`src/hw/rtl/matrix_keypad_scanner_top_defines.svh`:
```
// assertion macros for the keypad scanner
// used by matrix_keypad_scanner_top, expects clk_i and rst_ni in scope
`ifndef MATRIX_KEYPAD_SCANNER_TOP_DEFINES_SVH
`define MATRIX_KEYPAD_SCANNER_TOP_DEFINES_SVH
`ifndef SYNTH
`define MKS_ASSERT(lbl, prop, msg) \
  lbl: assert property (@(posedge clk_i) disable iff (!rst_ni) (prop)) else $error(msg);
`define MKS_ASSERT_RST(lbl, prop, msg) \
  lbl: assert property (@(posedge clk_i) (prop)) else $error(msg);
`else
`define MKS_ASSERT(lbl, prop, msg)
`define MKS_ASSERT_RST(lbl, prop, msg)
`endif
`endif

```
`src/hw/rtl/mks_pkg.sv`:
```
// types, constants and key decode for the keypad scanner
// no dependencies
package mks_pkg;

  localparam int unsigned RowCountDefault = 4;
  localparam int unsigned ColW    = 4;
  localparam int unsigned CharW   = 7;
  localparam int unsigned TickW   = 16;
  localparam int unsigned CfgIdxW = 4;

  localparam logic [ColW-1:0] COLS_RELEASED = 4'hF;
  localparam logic [TickW-1:0] DEBOUNCE_RESET = 16'd15;
  localparam logic [TickW-1:0] SETTLE_RESET   = 16'd1;

  localparam logic [CfgIdxW-1:0] CFG_DEBOUNCE = 4'd0;
  localparam logic [CfgIdxW-1:0] CFG_SETTLE   = 4'd1;

  typedef enum logic [1:0] {
    PH_IDLE     = 2'd0,
    PH_DEBOUNCE = 2'd1,
    PH_SCAN     = 2'd2
  } phase_e;

  typedef struct packed {
    logic [ColW-1:0]  row_drive;
    logic             key_ready;
    logic [CharW-1:0] key_char;
  } mks_res_t;

  // row-major, four positions per row
  localparam logic [CharW-1:0] KEY_TABLE [16] = '{
    7'h2A, 7'h37, 7'h34, 7'h31,
    7'h30, 7'h38, 7'h35, 7'h32,
    7'h23, 7'h39, 7'h36, 7'h33,
    7'h44, 7'h43, 7'h42, 7'h41
  };

  function automatic logic [CharW-1:0] key_decode(logic [1:0] row, logic [ColW-1:0] col);
    logic [1:0] pos;
    logic       hit;
    pos = 2'd0;
    hit = 1'b1;
    case (col)
      4'h7: pos = 2'd0;
      4'hB: pos = 2'd1;
      4'hD: pos = 2'd2;
      4'hE: pos = 2'd3;
      default: hit = 1'b0;
    endcase
    return hit ? KEY_TABLE[{row, pos}] : '0;
  endfunction

endpackage

```
`src/hw/rtl/mks_if.sv`:
```
// request channel interfaces of the keypad scanner
// depends on mks_pkg
interface mks_in_if import mks_pkg::*; ();
  logic            valid;
  logic            ready;
  logic [ColW-1:0] column_sample;
  modport source (output valid, output column_sample, input ready);
  modport sink (input valid, input column_sample, output ready);
endinterface

interface mks_out_if import mks_pkg::*; ();
  logic             valid;
  logic             ready;
  logic [ColW-1:0]  row_drive;
  logic             key_ready;
  logic [CharW-1:0] key_char;
  modport source (output valid, output row_drive, output key_ready, output key_char,
                  input ready);
  modport sink (input valid, input row_drive, input key_ready, input key_char,
                output ready);
endinterface

interface mks_cfg_if import mks_pkg::*; ();
  logic               valid;
  logic               ready;
  logic [CfgIdxW-1:0] index;
  logic [TickW-1:0]   data;
  modport source (output valid, output index, output data, input ready);
  modport sink (input valid, input index, input data, output ready);
endinterface

```
`src/hw/rtl/mks_core.sv`:
```
// scan state machine: one step per accepted column sample
// depends on mks_pkg
module mks_core import mks_pkg::*; #(
  parameter int unsigned ROW_COUNT = RowCountDefault
) (
  input  logic             clk_i,
  input  logic             rst_ni,
  input  logic             step_i,
  input  logic [ColW-1:0]  col_i,
  input  logic [TickW-1:0] debounce_i,
  input  logic [TickW-1:0] settle_i,
  output mks_res_t         res_o
);

  localparam int unsigned RowW = $clog2(ROW_COUNT);
  localparam logic [RowW-1:0] RowLast = RowW'(ROW_COUNT - 1);

  phase_e           phase_q, phase_d;
  logic [TickW-1:0] wait_q, wait_d;
  logic [RowW-1:0]  row_q, row_d;
  logic             held_q, held_d;
  logic             waiting, released;

  assign waiting  = wait_q > TickW'(1);
  assign released = col_i == COLS_RELEASED;

  always_comb begin
    case (phase_q)
      PH_DEBOUNCE: begin
        if (waiting) phase_d = PH_DEBOUNCE;
        else if (released) phase_d = PH_IDLE;
        else phase_d = PH_SCAN;
      end
      PH_SCAN: begin
        if (waiting) phase_d = PH_SCAN;
        else if (!released || row_q == RowLast) phase_d = PH_IDLE;
        else phase_d = PH_SCAN;
      end
      default: begin
        if (!released && !held_q) phase_d = PH_DEBOUNCE;
        else phase_d = PH_IDLE;
      end
    endcase
  end

  always_comb begin
    wait_d            = wait_q;
    row_d             = row_q;
    held_d            = held_q;
    res_o.key_ready   = 1'b0;
    res_o.key_char    = '0;
    case (phase_q)
      PH_DEBOUNCE: begin
        if (waiting) begin
          wait_d = wait_q - TickW'(1);
        end else if (!released) begin
          row_d  = '0;
          wait_d = settle_i;
        end
      end
      PH_SCAN: begin
        if (waiting) begin
          wait_d = wait_q - TickW'(1);
        end else if (!released) begin
          res_o.key_ready = 1'b1;
          res_o.key_char  = key_decode(2'(row_q), col_i);
          held_d          = 1'b1;
        end else if (row_q == RowLast) begin
          res_o.key_ready = 1'b1;
          held_d          = 1'b1;
        end else begin
          row_d  = row_q + RowW'(1);
          wait_d = settle_i;
        end
      end
      default: begin
        if (released) begin
          held_d = 1'b0;
        end else if (!held_q) begin
          wait_d = debounce_i;
        end
      end
    endcase
    res_o.row_drive = (phase_d == PH_SCAN) ? ~(ColW'(1) << row_d) : '0;
  end

  always_ff @(posedge clk_i or negedge rst_ni) begin
    if (!rst_ni) begin
      phase_q <= PH_IDLE;
      wait_q  <= '0;
      row_q   <= '0;
      held_q  <= 1'b0;
    end else if (step_i) begin
      phase_q <= phase_d;
      wait_q  <= wait_d;
      row_q   <= row_d;
      held_q  <= held_d;
    end
  end

endmodule

```
`src/hw/rtl/matrix_keypad_scanner_top.sv`:
```
// keypad scanner top level: channels, config registers, result register
// depends on mks_pkg, mks_if, mks_core and matrix_keypad_scanner_top_defines.svh
//
// Each accepted column sample gives exactly one result (row drive for the next
// sample, key_ready and key_char), registered into the output register when
// the sample is accepted. A new sample is taken every cycle as long as the
// output register is empty or its result is taken in that same cycle: the scan
// state updates once per sample, so throughput is one sample per clock. Config
// writes are always ready and take effect on the next sample.
`include "matrix_keypad_scanner_top_defines.svh"

module matrix_keypad_scanner_top import mks_pkg::*; #(
  parameter int unsigned ROW_COUNT = RowCountDefault
) (
  input  logic    clk_i,
  input  logic    rst_ni,
  mks_in_if.sink   in_i,
  mks_out_if.source out_o,
  mks_cfg_if.sink  cfg_i
);

  logic [TickW-1:0] debounce_q, settle_q;
  logic             out_valid_q;
  mks_res_t         res_q, res_d;
  logic             step;

  assign cfg_i.ready = 1'b1;
  assign in_i.ready  = !out_valid_q || out_o.ready;
  assign step        = in_i.valid && in_i.ready;

  always_ff @(posedge clk_i or negedge rst_ni) begin
    if (!rst_ni) begin
      debounce_q <= DEBOUNCE_RESET;
      settle_q   <= SETTLE_RESET;
    end else if (cfg_i.valid) begin
      case (cfg_i.index)
        CFG_DEBOUNCE: debounce_q <= cfg_i.data;
        CFG_SETTLE:   settle_q   <= cfg_i.data;
        default: ;
      endcase
    end
  end

  mks_core #(
    .ROW_COUNT(ROW_COUNT)
  ) u_core (
    .clk_i      (clk_i),
    .rst_ni     (rst_ni),
    .step_i     (step),
    .col_i      (in_i.column_sample),
    .debounce_i (debounce_q),
    .settle_i   (settle_q),
    .res_o      (res_d)
  );

  always_ff @(posedge clk_i or negedge rst_ni) begin
    if (!rst_ni) begin
      out_valid_q <= 1'b0;
    end else if (step) begin
      out_valid_q <= 1'b1;
    end else if (out_o.ready) begin
      out_valid_q <= 1'b0;
    end
  end

  always_ff @(posedge clk_i) begin
    if (step) begin
      res_q <= res_d;
    end
  end

  assign out_o.valid     = out_valid_q;
  assign out_o.row_drive = res_q.row_drive;
  assign out_o.key_ready = res_q.key_ready;
  assign out_o.key_char  = res_q.key_char;

  `MKS_ASSERT(a_char_only_on_ready, out_o.valid && !out_o.key_ready |-> out_o.key_char == '0, "key_char set without key_ready")
  `MKS_ASSERT(a_single_row, out_o.valid && out_o.row_drive != '0 |-> $onehot(~out_o.row_drive), "more than one row driven low")
  `MKS_ASSERT(a_result_after_step, step |=> out_o.valid, "accepted request gave no result")
  `MKS_ASSERT(a_no_stall_when_empty, !out_valid_q |-> in_i.ready, "input stalled with empty output")
  `MKS_ASSERT_RST(a_reset_empty, !rst_ni |-> !out_o.valid, "result valid in reset")

endmodule
```
`src/flat_wrapper.sv`:
```
// flat-port wrapper written by rule: the top's interface ports become plain ports
module matrix_keypad_scanner_top_flat import mks_pkg::*;
#(
  parameter int unsigned ROW_COUNT = RowCountDefault
)
  (clk_i, rst_ni, in_i_valid, in_i_column_sample, in_i_ready, out_o_valid, out_o_row_drive, out_o_key_ready, out_o_key_char, out_o_ready, cfg_i_valid, cfg_i_index, cfg_i_data, cfg_i_ready);
  mks_in_if in_i_i ();
  mks_out_if out_o_i ();
  mks_cfg_if cfg_i_i ();
  input  logic clk_i;
  input  logic rst_ni;
  input wire logic [$bits(in_i_i.valid)-1:0] in_i_valid;
  input wire logic [$bits(in_i_i.column_sample)-1:0] in_i_column_sample;
  output wire logic [$bits(in_i_i.ready)-1:0] in_i_ready;
  output wire logic [$bits(out_o_i.valid)-1:0] out_o_valid;
  output wire logic [$bits(out_o_i.row_drive)-1:0] out_o_row_drive;
  output wire logic [$bits(out_o_i.key_ready)-1:0] out_o_key_ready;
  output wire logic [$bits(out_o_i.key_char)-1:0] out_o_key_char;
  input wire logic [$bits(out_o_i.ready)-1:0] out_o_ready;
  input wire logic [$bits(cfg_i_i.valid)-1:0] cfg_i_valid;
  input wire logic [$bits(cfg_i_i.index)-1:0] cfg_i_index;
  input wire logic [$bits(cfg_i_i.data)-1:0] cfg_i_data;
  output wire logic [$bits(cfg_i_i.ready)-1:0] cfg_i_ready;
  assign in_i_i.valid = in_i_valid;
  assign in_i_i.column_sample = in_i_column_sample;
  assign in_i_ready = in_i_i.ready;
  assign out_o_valid = out_o_i.valid;
  assign out_o_row_drive = out_o_i.row_drive;
  assign out_o_key_ready = out_o_i.key_ready;
  assign out_o_key_char = out_o_i.key_char;
  assign out_o_i.ready = out_o_ready;
  assign cfg_i_i.valid = cfg_i_valid;
  assign cfg_i_i.index = cfg_i_index;
  assign cfg_i_i.data = cfg_i_data;
  assign cfg_i_ready = cfg_i_i.ready;
  matrix_keypad_scanner_top #(.ROW_COUNT(ROW_COUNT)) u_core (.clk_i(clk_i), .rst_ni(rst_ni), .in_i(in_i_i), .out_o(out_o_i), .cfg_i(cfg_i_i));
endmodule
```
`config.mk`:
```
export PLATFORM = sky130hd
export DESIGN_NAME = matrix_keypad_scanner_top_flat
export DESIGN_NICKNAME = d
export VERILOG_FILES = /design/src/hw/rtl/mks_pkg.sv /design/src/hw/rtl/mks_if.sv /design/src/hw/rtl/mks_core.sv /design/src/hw/rtl/matrix_keypad_scanner_top.sv /design/src/flat_wrapper.sv
export VERILOG_INCLUDE_DIRS = /design/src /design/src/hw/rtl
export SDC_FILE = /design/constraint.sdc
export NUM_CORES = 1
export LEC_CHECK = 0
export BUFFER_PORTS_ARGS = -buffer_cell sky130_fd_sc_hd__buf_4
export CAP_MARGIN = 40
export CORE_UTILIZATION = 25
export CTS_CLUSTER_DIAMETER = 50
export CTS_CLUSTER_SIZE = 16
export DETAILED_ROUTE_END_ITERATION = 6
export SYNTH_ARGS = -nofsm -noshare
export SYNTH_HDL_FRONTEND = slang
export SYNTH_SLANG_ARGS = --single-unit
```
`constraint.sdc`:
```
create_clock -name clk_i -period 3.3 [get_ports clk_i]
set_clock_uncertainty 0.1 [all_clocks]
set_input_delay 0.33 -clock clk_i [delete_from_list [all_inputs] [get_ports clk_i]]
set_output_delay 0.33 -clock clk_i [all_outputs]
set_load 0.01 [all_outputs]
```
Word level (Yosys, flattened, before mapping)
Memory sizes are Yosys's and may differ from the RTL's. A register that Yosys moved wholly into a read port is not among the register bits.
Index checks and enable logic that the tools add are counted.
Widths: inputs -> output; s select.
{"block": "classes", "n_mux": 37, "addsub": 2, "n_eq_ne": 17, "n_shift": 1, "bitwise_logic": 5, "n_lt_le_gt_ge": 1, "n_reduce_logical": 17}
{"operator": "$mux 16", "count": 7}
{"operator": "$pmux 16 s2", "count": 1}
{"operator": "$mux 2", "count": 12}
{"operator": "$eq 4x4->1 const B", "count": 4}
{"operator": "$gt 16x1->1 const B", "count": 1}
{"operator": "$sub 16x1->16 const B", "count": 1}
{"operator": "$mux 1", "count": 13}
{"operator": "$ne 3x3->1 const B", "count": 4}
{"operator": "$pmux 2 s2", "count": 2}
{"operator": "$reduce_or 4->1", "count": 2}
{"operator": "$eq 2x2->1 const B", "count": 3}
{"operator": "$ne 3x1->1 const B", "count": 2}
{"operator": "$pmux 2 s3", "count": 1}
{"operator": "$reduce_and 6->1", "count": 1}
{"operator": "$not 4->5", "count": 1}
{"operator": "$reduce_and 5->1", "count": 1}
{"operator": "$eq 4x1->1 const B", "count": 1}
{"operator": "$eq 4x3->1 const B", "count": 1}
{"operator": "$logic_not 4->1", "count": 1}
{"operator": "$not 4->4", "count": 1}
{"operator": "$reduce_and 2->1", "count": 2}
{"operator": "$reduce_bool 2->1", "count": 2}
{"operator": "$shl 1x2->4 const A", "count": 1}
{"operator": "$logic_not 1->1", "count": 3}
{"operator": "8 further kinds", "count": 12}
{"block": "totals", "word_cells": 90, "out_inout_bits": 15, "romBits": 112, "register_bits": 59, "in_bits": 29, "n_memories": 1}
{"name": "(name not given)", "depth": 16, "width": 7, "rd": 1, "rd_ports_with_merged_regs": 1, "wr": 0, "line": "mks_pkg.sv:50", "text": "return hit ? KEY_TABLE[{row, pos}] : '0;"}

Logic depth before layout (Yosys ltp)
Gate-level depths: netlist of the first run.
{"block": "depth", "ltp_word": 8, "ltp_mapped": 9, "mapped_depth_nobuf": 8}

Hierarchy
From an unflattened synthesis of the first run, not the netlist that was laid out.
{"block": "hier_totals", "hier_cells": 341, "area_unflattened_um2": 3782.4}
{"mod": "mks_core", "cells_each": 253, "n_inst": 1, "area_each_um2": 2083.2, "seq_area_each_um2": 525.5}
{"mod": "matrix_keypad_scanner_top", "cells_each": 88, "n_inst": 1, "area_each_um2": 1699.1, "seq_area_each_um2": 1192.4}

Worst setup path before layout of the first run
Ideal clock, no wire load.
{"block": "synth_timing", "path_type": "reg2reg", "start": "register u_core.u_core.wait_q[10]", "end": "register u_core.u_core.wait_q[12]", "t_arrival_ps": 2154, "path_slack_ps": 914, "path_stages_with_launch": 7, "setup_ps": 132, "synth_period_minus_slack_ps": 2386, "n_path_buf": 1, "required_ps": 3068, "cell_sequence": "dfrtp_1 -> or4_4 -> or4_4 -> a211o_1 -> buf_2 -> a21oi_1 -> a211oi_1"}
{"block": "synth_via", "elab_chain_cells": 3, "word_cells_on_any_way": 9, "classes_between": "1 x add/sub; 1 x order compare; 3 x eq/ne; 3 x mux; 1 x reduce/logical"}
{"element": "from (decl)", "line": "mks_core.sv:19", "text": "logic [TickW-1:0] wait_q, wait_d;"}
{"element": "from (signal assigned)", "line": "mks_core.sv:95", "text": "wait_q <= wait_d;"}
{"element": "$gt 16x1->1 or $sub 16x1->16 (tied branches)", "line": "mks_core.sv:24, mks_core.sv:55, mks_core.sv:63"}
{"element": "$ne 3x3->1 (no source line) (tied with other cells)"}
{"element": "$reduce_and 6->1 (no source line) or $pmux 16 s2 (tied branches)"}
Several ways; a longest one is shown, not always the timed one.
A chain may end at the register's enable or synchronous reset.

Worst setup path after layout of the first run
{"block": "layout_timing", "start": "register u_core.u_core.wait_q[10]", "end": "register u_core.u_core.wait_q[14]"}
The elaborated chain is that of the path after synthesis.

==> summary.txt, run 1 <==
Route
  – Number of DRC markers after the initial detailed-route iteration: 200
  – Post-detailed-route wirelength per cell: 15.87 µm
  – Initial DRT Pass Iterations: 4
  – Via Count: 3090
  – Remaining design rule violation count: 0
  – Antenna viol nets, final: 0
  – Total wirelength of the detailed-routed design: between 9000 and 10000 µm
  – Via density per instance: 5.193

Worst setup path
  – Max stage delay on crit path: 0.58 ns
  – Arrival time at the worst endpoint: approximately 2.8 ns
  – Kind of start point of the critical path: flip-flop
  – Worst endpoint required time: 3.46 ns
  – Category of the critical setup timing path: reg2reg
  – RR Endpoint: u_core.u_core.wait_q[14]$_DFFE_PN0P_
  – Largest driver fanout on the critical path: 12
  – CP cell instances: or4_4 > or4_4 > a211o_1 > nand2_1 > o32a_1
  – R2R Path Start: u_core.u_core.wait_q[10]$_DFFE_PN0P_
  – Worst setup endpoint: u_core.u_core.wait_q[14]$_DFFE_PN0P_
  – Slowest stage cell, crit path: sky130_fd_sc_hd__or4_4
  – Setup slack of the most critical reg-to-reg path: 0.67 ns
  – Start point of the critical path: u_core.u_core.wait_q[10]$_DFFE_PN0P_
  – Crit-path most repeated cell: sky130_fd_sc_hd__or4_4
  – Element type at the critical path end: flip-flop
  – R2R depth: 5

Hold path
  – Type of the tightest min-delay check: in2reg

Clock tree
  – Total number of clock tree sinks: 66
  – Clock tree from TritonCTS: built
  – Post-cts gate resize count: 0
  – CTS HTree Levels: 3
  – Clock latency of the later-clocked register in the worst-skew pair: 0.33 ns
  – Clk buf depth: 2
  – Root Driver: sky130_fd_sc_hd__clkbuf_16
  – Number of buffers inserted during clock tree synthesis: 9
  – Clock-pin slew reported for the worst setup and hold paths after clock tree synthesis: 0.05 ns
  – Buffer count from post-CTS setup fixing: 0

GRT
  – Largest net degree at the start of global routing: 55
  – Wire length of the first global-routing pass: about 16000 µm
  – Total global routing track utilization: 12.55%
  – Number of global-route vias before repair: 3160
  – Total congestion overflow: 0
  – Initial antenna violation count: 0

Logic synthesis
  – Main flop type after synthesis: sky130_fd_sc_hd__dfrtp_1
  – Fraction of synthesized cell area taken by the top area cell type: 32.03%
  – Number of enable-type register cells in the synthesized netlist: 12
  – Total of flip-flops plus latches after synthesis: 66
  – Sequential cell area fraction in the yosys report: 44.87%
  – Cell variety after synth: 63
  – Syn Inst Count: 374
  – Mapped Nets: 414
  – Yosys warns: 0
  – Largest cells by area after synthesis: sky130_fd_sc_hd__dfrtp_1, sky130_fd_sc_hd__mux2_2, sky130_fd_sc_hd__edfxtp_1, sky130_fd_sc_hd__ha_1, sky130_fd_sc_hd__dfstp_2
  – Total standard cell area after synthesis: 0.003829 mm²
  – Cell type contributing the most total cell area after synthesis: sky130_fd_sc_hd__dfrtp_1
  – Post-Synthesis Mean Instance Area: between 10 and 15 µm²
  – Post-synthesis async set-or-reset flop share: between 80 and 90%

Placement
  – Post-place instance area: 0.004310 mm²
  – Pre-CTS setup slack: about 0.70 ns
  – Routability cong.: roughly 0.87
  – Post-placement cell count: just under 600
  – Post-detail-place hpwl: approximately 6600 µm
  – IO Port Bufs: 42

Cells and area
  – Fillers: ~1500
  – Number of nets in the finished design: 446
  – Final instance count without filler cells: 595
  – Area growth, synth to finish: 19.80%
  – Top library cells by usage in the layout, fill and taps aside: sky130_fd_sc_hd__dfrtp_1, sky130_fd_sc_hd__buf_4, sky130_fd_sc_hd__mux2_2, sky130_fd_sc_hd__nand2_1, sky130_fd_sc_hd__a21oi_1
  – Proportion of layout cells with a drive suffix above 1: between 20% and 30%
  – Finished Core Util: 31.09%
  – Finished Cell Area: about 0.0046 mm²
  – Most common cell after layout, fill and taps aside: sky130_fd_sc_hd__dfrtp_1
  – Final antenna diode count: 0

Timing
  – Final setup TNS: 0 ns
  – Worst slew pin tran: between 0.7 and 0.8 ns
  – Crit path time final: 2.634 ns
  – Number of max-slew violations in the final report: 0
  – Worst-case hold slack: ~0.12 ns
  – Unrepaired setup endpoints after global routing: no
  – Post-layout worst setup margin: 0.6665 ns
  – Final Hold Violating Endpoints: 0
  – Share of the clock period used by the worst path: 79.80%
  – Finish-stage setup viols: 0
  – FMAX: 379.7 MHz
  – Slew Limit Headroom: 48.05%

Flow run
  – Max-cap check violation count: 0

Power
  – VDD IR max: 0.2974 mV
  – Internal Power: ~2.0 mW
  – Power, Total: 3.013 mW
  – Sw Ratio: 33.86%
  – Net Switching: 1.020 mW
  – Flop pwr share: 41.6%
  – Power per Cell Area: approximately 660 mW/mm²
  – Logic gate share of total power: 29.7%
  – Share of total power in the clock network: about 29%
  – Leakage dissipation: 1.832 nW

Floorplan
  – Placement Rows: 44
  – Chip Width: approximately 130 µm
  – Die Outline Area: 0.01581 mm²
  – Ports: 44
  – Effective utilization at floorplan: 25.95%
  – Vertical extent of the die: 125.8 µm
  – Placeable Area: 0.01475 mm²

Run status
  – Run status: finished, final reports clean
[final cells by class]
| cell class | instances | area, µm² | area share (%) |
|---|---|---|---|
| Inverter | 14 | 52.55 | 1.146 |
| Clock buffer | 13 | 250.2 | 5.456 |
| Sequential cell | 66 | 1718 | 37.45 |
| Clock inverter | 3 | 16.27 | 0.3546 |
| Timing Repair Buffer | 48 | 362.8 | 7.911 |
| Tap cell | 184 | 230.2 | 5.019 |
| Multi-Input combinational cell | 267 | 1957 | 42.66 |
[Yosys cell counts, drive strengths merged (5+ instances only)]
| cell type | number |
|---|---|
| dfrtp | 49 |
| xnor2 | 9 |
| dfstp | 5 |
| nor3 | 21 |
| a211oi | 11 |
| nand2 | 25 |
| a211o | 9 |
| nand3 | 9 |
| clkbuf | 23 |
| nor2 | 21 |
| ha | 11 |
| nor4 | 5 |
| a31oi | 9 |
| o21ai | 6 |
| inv | 14 |
| mux2 | 33 |
| a21oi | 23 |
| edfxtp | 12 |
| nor2b | 5 |
| o31ai | 6 |
[worst max-delay path, delay by kind of cell, from the launching register on]
kind / cells / cell delay (ns)
flops: 1 / 0.43
compound gates: 2 / 0.62
simple gates: 3 / 1.41
[per-layer routing]
metal | part of all wire (%) | vias up | track usage (%)
li1 | - | 1470 | -
met1 | 47 | 1539 | 16.00
met2 | 48 | 69 | 20.59
met3 | 4.0 | 12 | 3.696
met4 | 1.2 | 0 | 3.614
met5 | 0 | - | 0
[flip-flops by register name, summed over array words and instances (netlist names)]
| signal | flops |
|---|---|
| u_core.out_o.row_drive | 4 |
| u_core.u_core.held_q | 1 |
| u_core.debounce_q | 16 |
| u_core.u_core.phase_q | 2 |
| u_core.out_o.key_char | 7 |
| u_core.out_o.valid | 1 |
| u_core.u_core.row_q | 2 |
| u_core.out_o.key_ready | 1 |
| u_core.u_core.wait_q | 16 |
| u_core.settle_q | 16 |
[power groups by stage]
| stage | combinational (mW) | clock (mW) | sequential, mW |
|---|---|---|---|
| 4_1_cts | 0.898 | 0.895 | 1.25 |
| 3_5_place_dp | 0.890 | 0 | 1.26 |
| 3_3_place_gp | 0.872 | 0 | 1.25 |
| 6_report | 0.896 | 0.864 | 1.25 |
| 5_1_grt | 0.999 | 0.924 | 1.28 |
| 2_1_floorplan | 0.697 | 0 | 1.20 |
[worst min-delay path by stage]
stage             startpoint                           endpoint  slack, ns  cells after the start
3_3_place_gp          rst_ni   u_core.debounce_q[7]$_DFFE_PN0P_       0.32                      1
3_5_place_dp          rst_ni     u_core.settle_q[8]$_DFFE_PN0P_       0.33                      1
2_1_floorplan         rst_ni  u_core.debounce_q[10]$_DFFE_PN0P_      -0.07                      0
5_1_grt        cfg_i_data[9]   u_core.debounce_q[9]$_DFFE_PN0P_       0.12                      2
6_report          in_i_valid     u_core.out_o.valid$_DFFE_PN0P_       0.12                      2
4_1_cts           in_i_valid     u_core.out_o.valid$_DFFE_PN0P_       0.11                      2
[timing repair]
item,4_1_cts,5_1_grt
endpoints found under the setup margin,0,0
hold buffers,1,0
endpoints found under the hold margin,49,0
[cell families after synthesis]
group,Yosys count,share of synthesized area (%)
and+or+nand+nor,113,15.78
AOI/OAI and AO/OA,96,18.73
DFF,66,44.87
buffers and inverters,41,4.183
muxes,35,10.23
adders and majority gates,11,3.595
xor gates and xnor gates,11,2.517
other,1,0.09795
Power figures use the tool's default switching activity.
==> inputs of run 2 (changes only) <==
Settings changed: ABC_AREA from default to 1.
Clock period 3.3 ns to 2.6 ns, I/O delays scaled along.
==> run 2 against run 1 <==
The flow now finishes with violations (DRC); global-route usage fell by 0.46 points; cell count up 20%; worst hold slack lost 0.049 ns; setup slack lost 0.37 ns; clock power rose by 53%; clock-buffer cell count shrank 3; via count increased by 4.9%; cell area rose by 0.49%; sequential power grew 25%; combinational power increased by 46%; fmax up 15%; critical path type unchanged; largest power group unchanged.
==> summary.txt, run 2 <==
Run status
  – Run status: finished, violations left
  – Violations in the final reports: DRC

Timing
  – Worst slew pin tran: 0.7358 ns
  – Unrepaired setup endpoints after global routing: no
  – Finish-stage setup viols: 0
  – Share of the clock period used by the worst path: 88.43%
  – Slew Limit Headroom: 50.53%
  – Number of max-slew violations in the final report: 0
  – Final Hold Violating Endpoints: 0
  – Crit path time final: 2.299 ns
  – Final setup TNS: 0 ns
  – FMAX: 434.9 MHz

Worst setup path
  – Slowest stage cell, crit path: sky130_fd_sc_hd__dfrtp_1
  – Category of the critical setup timing path: reg2reg
  – Worst endpoint required time: ~2.8 ns
  – Max stage delay on crit path: 0.39 ns
  – Largest driver fanout on the critical path: 19
  – R2R Path Start: u_core.u_core.wait_q[0]$_DFFE_PN0P_
  – Setup slack of the most critical reg-to-reg path: 0.30 ns
  – Number of buffers and inverters on the critical path: 3
  – Element type at the critical path end: flip-flop
  – R2R depth: 11
  – Crit-path most repeated cell: sky130_fd_sc_hd__nand2_2
  – Kind of start point of the critical path: flip-flop
  – CP cell instances: inv_1 > ha_1 > o21ai_2 > nor2_4 > nand2_4 > inv_4 > nand2_2 > nand2_2 > inv_2 > o21ai_0 > o21ai_1
  – Cell class contributing the biggest share of worst-path delay: buffers and inverters
  – Arrival time at the worst endpoint: 2.47 ns
  – RR Endpoint: u_core.u_core.wait_q[0]$_DFFE_PN0P_
  – Start point of the critical path: u_core.u_core.wait_q[0]$_DFFE_PN0P_

Cells and area
  – Area growth, synth to finish: 21.62%
  – Number of nets in the finished design: between 500 and 600
  – Fillers: 1542
  – Most common cell after layout, fill and taps aside: sky130_fd_sc_hd__nand2_1
  – Area of combinational cells with multiple inputs: between 0.0015 and 0.002 mm²
  – Largest registers ranked by flip-flop count: u_core.debounce_q x16, u_core.settle_q x16, u_core.u_core.wait_q x16
  – Proportion of layout cells with a drive suffix above 1: 19.43%
  – Final antenna diode count: 0
  – Final instance count without filler cells: between 700 and 800
  – Sequential cell area: between 0.0015 and 0.002 mm²
  – Top library cells by usage in the layout, fill and taps aside: sky130_fd_sc_hd__nand2_1, sky130_fd_sc_hd__nor2_1, sky130_fd_sc_hd__o21ai_0, sky130_fd_sc_hd__dfrtp_1, sky130_fd_sc_hd__inv_1

Flow run
  – Max-cap check violation count: 0

GRT
  – Wire length of the first global-routing pass: 15250 µm
  – Number of global-route vias before repair: between 3000 and 4000
  – Total global routing track utilization: 12.09%
  – Initial antenna violation count: 0
  – Largest net degree at the start of global routing: 55
  – Total congestion overflow: 0

Placement
  – Routability cong.: 0.8666
  – Post-detail-place hpwl: between 6000 and 7000 µm
  – Post-placement cell count: 697
  – IO Port Bufs: 42

Route
  – Via density per instance: 4.541
  – Number of DRC markers after the initial detailed-route iteration: roughly 230
  – Initial DRT Pass Iterations: 7
  – Antenna viol nets, final: 0
  – Remaining design rule violation count: 12
  – Total wirelength of the detailed-routed design: 8602 µm
  – Post-detailed-route wirelength per cell: 12.05 µm
  – Via Count: 3242

Power
  – Power per Cell Area: approximately 910 mW/mm²
  – VDD IR max: approximately 0.38 mV
  – Leakage dissipation: between 2 and 2.5 nW

Logic synthesis
  – Cell with the most instances after synthesis: sky130_fd_sc_hd__nand2_1
  – Post-Synthesis Mean Instance Area: between 7 and 8 µm²
  – Number of enable-type register cells in the synthesized netlist: 12
  – Total standard cell area after synthesis: 0.003790 mm²
  – Fraction of synthesized cell area taken by the top area cell type: 32.35%
  – Syn Inst Count: 483
  – Mapped Nets: about 520
  – Total of flip-flops plus latches after synthesis: 66
  – Main flop type after synthesis: sky130_fd_sc_hd__dfrtp_1
  – Post-synthesis async set-or-reset flop share: between 80 and 90%
  – Sequential cell area fraction in the yosys report: between 40% and 50%
  – Cell type contributing the most total cell area after synthesis: sky130_fd_sc_hd__dfrtp_1
  – Cell variety after synth: 42
  – Yosys warns: 0
  – Largest cells by area after synthesis: sky130_fd_sc_hd__dfrtp_1, sky130_fd_sc_hd__nand2_1, sky130_fd_sc_hd__edfxtp_1, sky130_fd_sc_hd__o21ai_0, sky130_fd_sc_hd__nor2_1
  – Cell types with the highest counts after synthesis: sky130_fd_sc_hd__nand2_1, sky130_fd_sc_hd__nor2_1, sky130_fd_sc_hd__dfrtp_1, sky130_fd_sc_hd__o21ai_0, sky130_fd_sc_hd__inv_1

Clock tree
  – Clock latency of the later-clocked register in the worst-skew pair: 0.34 ns
  – Clock-pin slew reported for the worst setup and hold paths after clock tree synthesis: about 0.06 ns
  – CTS HTree Levels: 3
  – Root Driver: sky130_fd_sc_hd__clkbuf_16
  – Total number of clock tree sinks: 66
  – Number of buffers inserted during clock tree synthesis: 9
  – Clock tree from TritonCTS: built
  – Clk buf depth: 2
  – Buffer count from post-CTS setup fixing: 0

Floorplan
  – Die Outline Area: roughly 0.016 mm²
  – Ports: 44
  – Placeable Area: 0.01464 mm²
  – Effective utilization at floorplan: 25.88%
  – Placement Rows: 44
  – Vertical extent of the die: 125.1 µm
  – Chip Width: 125.1 µm

Hold path
  – Hold endpoint: u_core.debounce_q[2]$_DFFE_PN1P_
  – Worst hold path startpoint: cfg_i_data[2]
  – Type of the tightest min-delay check: in2reg
  – Hold-critical path depth: 3
[run 2: power breakdown]
| part | internal [mW] | switching [mW] |
|---|---|---|
| clock | 0.866 | 0.455 |
| combinational | 0.503 | 0.810 |
| sequential | 1.31 | 0.256 |
[run 2: how the worst max path moves through the flow]
stage          cells past startpoint                                     end  slack, ns
3_5_place_dp                      11     u_core.u_core.wait_q[0]$_DFFE_PN0P_       0.31
2_1_floorplan                      6  u_core.out_o.key_char[1]$_SDFFCE_PP0P_       0.77
3_3_place_gp                      11     u_core.u_core.wait_q[0]$_DFFE_PN0P_       0.42
4_1_cts                           11     u_core.u_core.wait_q[0]$_DFFE_PN0P_       0.29
6_report                          11     u_core.u_core.wait_q[0]$_DFFE_PN0P_       0.30
5_1_grt                           12     u_core.u_core.wait_q[6]$_DFFE_PN0P_       0.14
[run 2: per-stage QoR]
stage	utilization (%)	instance area, µm²	setup slack (ns)	power, mW	hold slack (ns)
2_1_floorplan	-	3790	0.7709	2.533	-0.1356
3_3_place_gp	29.17	4272	0.4201	2.862	0.2581
3_5_place_dp	29.17	4272	0.3102	2.885	0.2622
4_1_cts	31.48	4609	0.2883	4.242	0.07103
5_1_grt	31.48	4609	0.1400	4.514	0.08051
6_report	31.48	4609	0.3009	4.196	0.07317
[run 2: layer usage]
| layer | vias up | track usage (%) | wire length [µm] |
|---|---|---|---|
| li1 | 1640 | - | - |
| met1 | 1521 | 15.00 | 4131 |
| met2 | 74 | 19.65 | 4007 |
| met3 | 7 | 4.365 | 410 |
| met4 | 0 | 3.587 | 53 |
| met5 | - | 0 | 0 |
[run 2: worst register-to-register path: stages, from the launching register on]
cell and delay, ns:
sky130_fd_sc_hd__dfrtp_1 0.39, sky130_fd_sc_hd__inv_1 0.10, sky130_fd_sc_hd__ha_1 0.25, sky130_fd_sc_hd__o21ai_2 0.19
sky130_fd_sc_hd__nor2_4 0.07, sky130_fd_sc_hd__nand2_4 0.18, sky130_fd_sc_hd__inv_4 0.13, sky130_fd_sc_hd__nand2_2 0.11
sky130_fd_sc_hd__nand2_2 0.13, sky130_fd_sc_hd__inv_2 0.29, sky130_fd_sc_hd__o21ai_0 0.15, sky130_fd_sc_hd__o21ai_1 0.13
[run 2: area by class of cell]
| class | instances | area share, % |
|---|---|---|
| timing repair buffer | 47 | 7.709 |
| inverter | 56 | 4.615 |
| multi-input combinational | 345 | 38.30 |
| clock inverter | 6 | 1.927 |
| clock buffer | 10 | 5.185 |
| sequential | 66 | 37.27 |
| tap | 184 | 4.995 |
[run 2: timing repair]
action                                 4_1_cts  5_1_grt
hold buffers                                 1        0
gates resized for setup                      0        0
endpoints found under the hold margin       49        0
[run 2: kinds of logic after synthesis]
family	synth area share [%]
AOI/OAI and AO/OA	14.56
xor gates and xnor gates	1.849
adders and majority gates	3.632
buffers and inverters	8.088
DFF	45.33
other	0.09895
and+or+nand+nor	26.44
==> inputs of run 3 (changes only) <==
Settings changed: CELL_PAD_IN_SITES_DETAIL_PLACEMENT from default to 1, CELL_PAD_IN_SITES_GLOBAL_PLACEMENT from default to 1, PLACE_DENSITY_LB_ADDON from default to 0.1.
==> run 3 against run 2 <==
The flow now finishes without violations; non-clock buffer count is the same; first-iteration DRC count down 30%; cell area fell by 1.0%; sequential cell count unchanged; clock-buffer cell count did not move; wire length increased by 21%; combinational power increased by 6%; clock power is 13% lower; fmax decreased by 1.4%; critical path depth unchanged; global-route usage is 2.1 points higher; worst hold slack improved by 0.0020 ns; critical path type unchanged.
==> summary.txt, run 3 (synthesized netlist as in run 2, its figures left out) <==
Power
  – VDD IR max: around 0.3 mV
  – Power per Cell Area: 901.5 mW/mm²
  – Power, Total: roughly 4 mW
  – Share of total power in the clock network: between 20% and 30%
  – Flop pwr share: a little under two fifths
  – Internal Power: 2.482 mW
  – Logic gate share of total power: about a third
  – Sw Ratio: about two fifths
  – Leakage dissipation: 2.181 nW
  – Net Switching: 1.631 mW

Timing
  – FMAX: 428.9 MHz
  – Final setup TNS: 0 ns
  – Unrepaired setup endpoints after global routing: no
  – Slew Limit Headroom: approximately half
  – Number of max-slew violations in the final report: 0
  – Finish-stage setup viols: 0
  – Crit path time final: 2.331 ns
  – Final Hold Violating Endpoints: 0
  – Share of the clock period used by the worst path: 89.67%
  – Worst slew pin tran: 0.7461 ns
  – Post-layout worst setup margin: 0.2686 ns

GRT
  – Number of global-route vias before repair: 3205
  – Wire length of the first global-routing pass: 17380 µm
  – Initial antenna violation count: 0
  – Total global routing track utilization: 14.22%
  – Largest net degree at the start of global routing: 55
  – Total congestion overflow: 0

Clock tree
  – Clock tree from TritonCTS: built
  – Clock latency of the later-clocked register in the worst-skew pair: 0.33 ns
  – Clock-pin slew reported for the worst setup and hold paths after clock tree synthesis: 0.06 ns
  – Clk buf depth: 2
  – Total number of clock tree sinks: 66
  – Root Driver: sky130_fd_sc_hd__clkbuf_16
  – CTS HTree Levels: 3
  – Number of buffers inserted during clock tree synthesis: 9

Worst setup path
  – Worst endpoint required time: 2.76 ns
  – Largest driver fanout on the critical path: 19
  – Element type at the critical path end: flip-flop
  – Arrival time at the worst endpoint: about 2.5 ns
  – Category of the critical setup timing path: reg2reg
  – Setup slack of the most critical reg-to-reg path: 0.27 ns
  – RR Endpoint: u_core.u_core.wait_q[0]$_DFFE_PN0P_
  – R2R depth: 11
  – Kind of start point of the critical path: flip-flop
  – R2R Path Start: u_core.u_core.wait_q[0]$_DFFE_PN0P_

Route
  – Antenna viol nets, final: 0
  – Via density per instance: 4.431
  – Initial DRT Pass Iterations: 6
  – Total wirelength of the detailed-routed design: 10420 µm
  – Number of DRC markers after the initial detailed-route iteration: 157
  – Via Count: 3164
  – Remaining design rule violation count: 0
  – Post-detailed-route wirelength per cell: 14.59 µm

Hold path
  – Hold endpoint: u_core.debounce_q[3]$_DFFE_PN1P_
  – Worst hold path startpoint: cfg_i_data[3]
  – Type of the tightest min-delay check: in2reg
  – Hold-critical path depth: 3

Floorplan
  – Ports: 44
  – Effective utilization at floorplan: 25.88%
  – Chip Width: 125.1 µm
  – Placement Rows: between 40 and 50
  – Placeable Area: about 0.015 mm²
  – Die Outline Area: 0.01566 mm²
  – Vertical extent of the die: approximately 130 µm

Placement
  – Post-detail-place hpwl: 7674 µm
  – Pre-CTS setup slack: 0.2713 ns
  – Routability cong.: approximately 0.76
  – IO Port Bufs: 42

Cells and area
  – Number of nets in the finished design: 565
  – Fillers: 1768
  – Most common cell after layout, fill and taps aside: sky130_fd_sc_hd__nand2_1
  – Largest registers ranked by flip-flop count: u_core.debounce_q x16, u_core.settle_q x16, u_core.u_core.wait_q x16
  – Finished Core Util: ~31%
  – Area growth, synth to finish: 20.37%
  – Top library cells by usage in the layout, fill and taps aside: sky130_fd_sc_hd__nand2_1, sky130_fd_sc_hd__nor2_1, sky130_fd_sc_hd__o21ai_0, sky130_fd_sc_hd__dfrtp_1, sky130_fd_sc_hd__inv_1
  – Proportion of layout cells with a drive suffix above 1: 19.43%
  – Final antenna diode count: 0

Run status
  – Run status: finished, final reports clean

Flow run
  – Max-cap check violation count: 0
-- run 3: changes by cell type in the layout (fill, tap and decap cells not counted) --
cell / delta
sky130_fd_sc_hd__clkinvlp_4: +1
sky130_fd_sc_hd__bufinv_16: -2
sky130_fd_sc_hd__clkinv_2: +1
-- run 3: layout make-up --
| cell class | count | area [µm²] | area share, % |
|---|---|---|---|
| inverter | 56 | 212.7 | 4.663 |
| clock buffer | 10 | 239.0 | 5.239 |
| sequential | 66 | 1718 | 37.66 |
| clock inverter | 6 | 41.29 | 0.9051 |
| multi-input combinational | 345 | 1765 | 38.70 |
| timing repair buffer | 47 | 355.3 | 7.789 |
| tap | 184 | 230.2 | 5.047 |
-- run 3: timing repair --
item | CTS | global route
resized for setup | 0 | 0
setup endpoints to repair | 0 | 0
endpoints found under the hold margin | 49 | 0
buffers inserted | 0 | 0
hold buffers | 1 | 0
-- run 3: layer usage --
| metal | GRT usage [%] | vias to the layer above | routed length, µm |
|---|---|---|---|
| met1 | 21.33 | 1475 | 5860 |
| met3 | 3.081 | 4 | 268 |
| met5 | 0 | - | 0 |
| li1 | - | 1640 | - |
| met4 | 4.304 | 0 | 65 |
| met2 | 20.11 | 45 | 4223 |
-- run 3: worst max path at each step --
stage / endpoint / from / cells past startpoint
2_1_floorplan: u_core.out_o.key_char[1]$_SDFFCE_PP0P_ / in_i_column_sample[1] / 6
3_3_place_gp: u_core.u_core.wait_q[0]$_DFFE_PN0P_ / u_core.u_core.wait_q[0]$_DFFE_PN0P_ / 11
3_5_place_dp: u_core.u_core.wait_q[0]$_DFFE_PN0P_ / u_core.u_core.wait_q[0]$_DFFE_PN0P_ / 11
4_1_cts: u_core.u_core.wait_q[0]$_DFFE_PN0P_ / u_core.u_core.wait_q[0]$_DFFE_PN0P_ / 11
5_1_grt: u_core.u_core.wait_q[0]$_DFFE_PN0P_ / u_core.u_core.wait_q[0]$_DFFE_PN0P_ / 11
6_report: u_core.u_core.wait_q[0]$_DFFE_PN0P_ / u_core.u_core.wait_q[0]$_DFFE_PN0P_ / 11
-- run 3: power groups by stage --
stage               Clock, mW  Combinational (mW)  Sequential [mW]
floorplan                   0                1.03             1.50
global placement            0                1.41             1.59
detailed placement          0                1.38             1.59
CTS                      1.20                1.40             1.57
global route             1.23                1.59             1.62
finish                   1.15                1.39             1.57
-- run 3: worst max-delay path: stages, from the launching register on --
cell	delay, ns
sky130_fd_sc_hd__dfrtp_1	0.39
sky130_fd_sc_hd__inv_1	0.10
sky130_fd_sc_hd__ha_1	0.26
sky130_fd_sc_hd__o21ai_2	0.19
sky130_fd_sc_hd__nor2_4	0.07
sky130_fd_sc_hd__nand2_4	0.19
sky130_fd_sc_hd__inv_4	0.14
sky130_fd_sc_hd__nand2_2	0.10
sky130_fd_sc_hd__nand2_2	0.14
sky130_fd_sc_hd__inv_2	0.30
sky130_fd_sc_hd__o21ai_0	0.15
sky130_fd_sc_hd__o21ai_1	0.13
-- run 3: through the flow --
step           area [µm²]  std cells  hold slack, ns
3_3_place_gp         4272        697          0.2784
4_1_cts              4562        714         0.06329
2_1_floorplan        3790        483         -0.1356
6_report             4562        714         0.07520
5_1_grt              4562        714         0.08778
3_5_place_dp         4272        697          0.2785
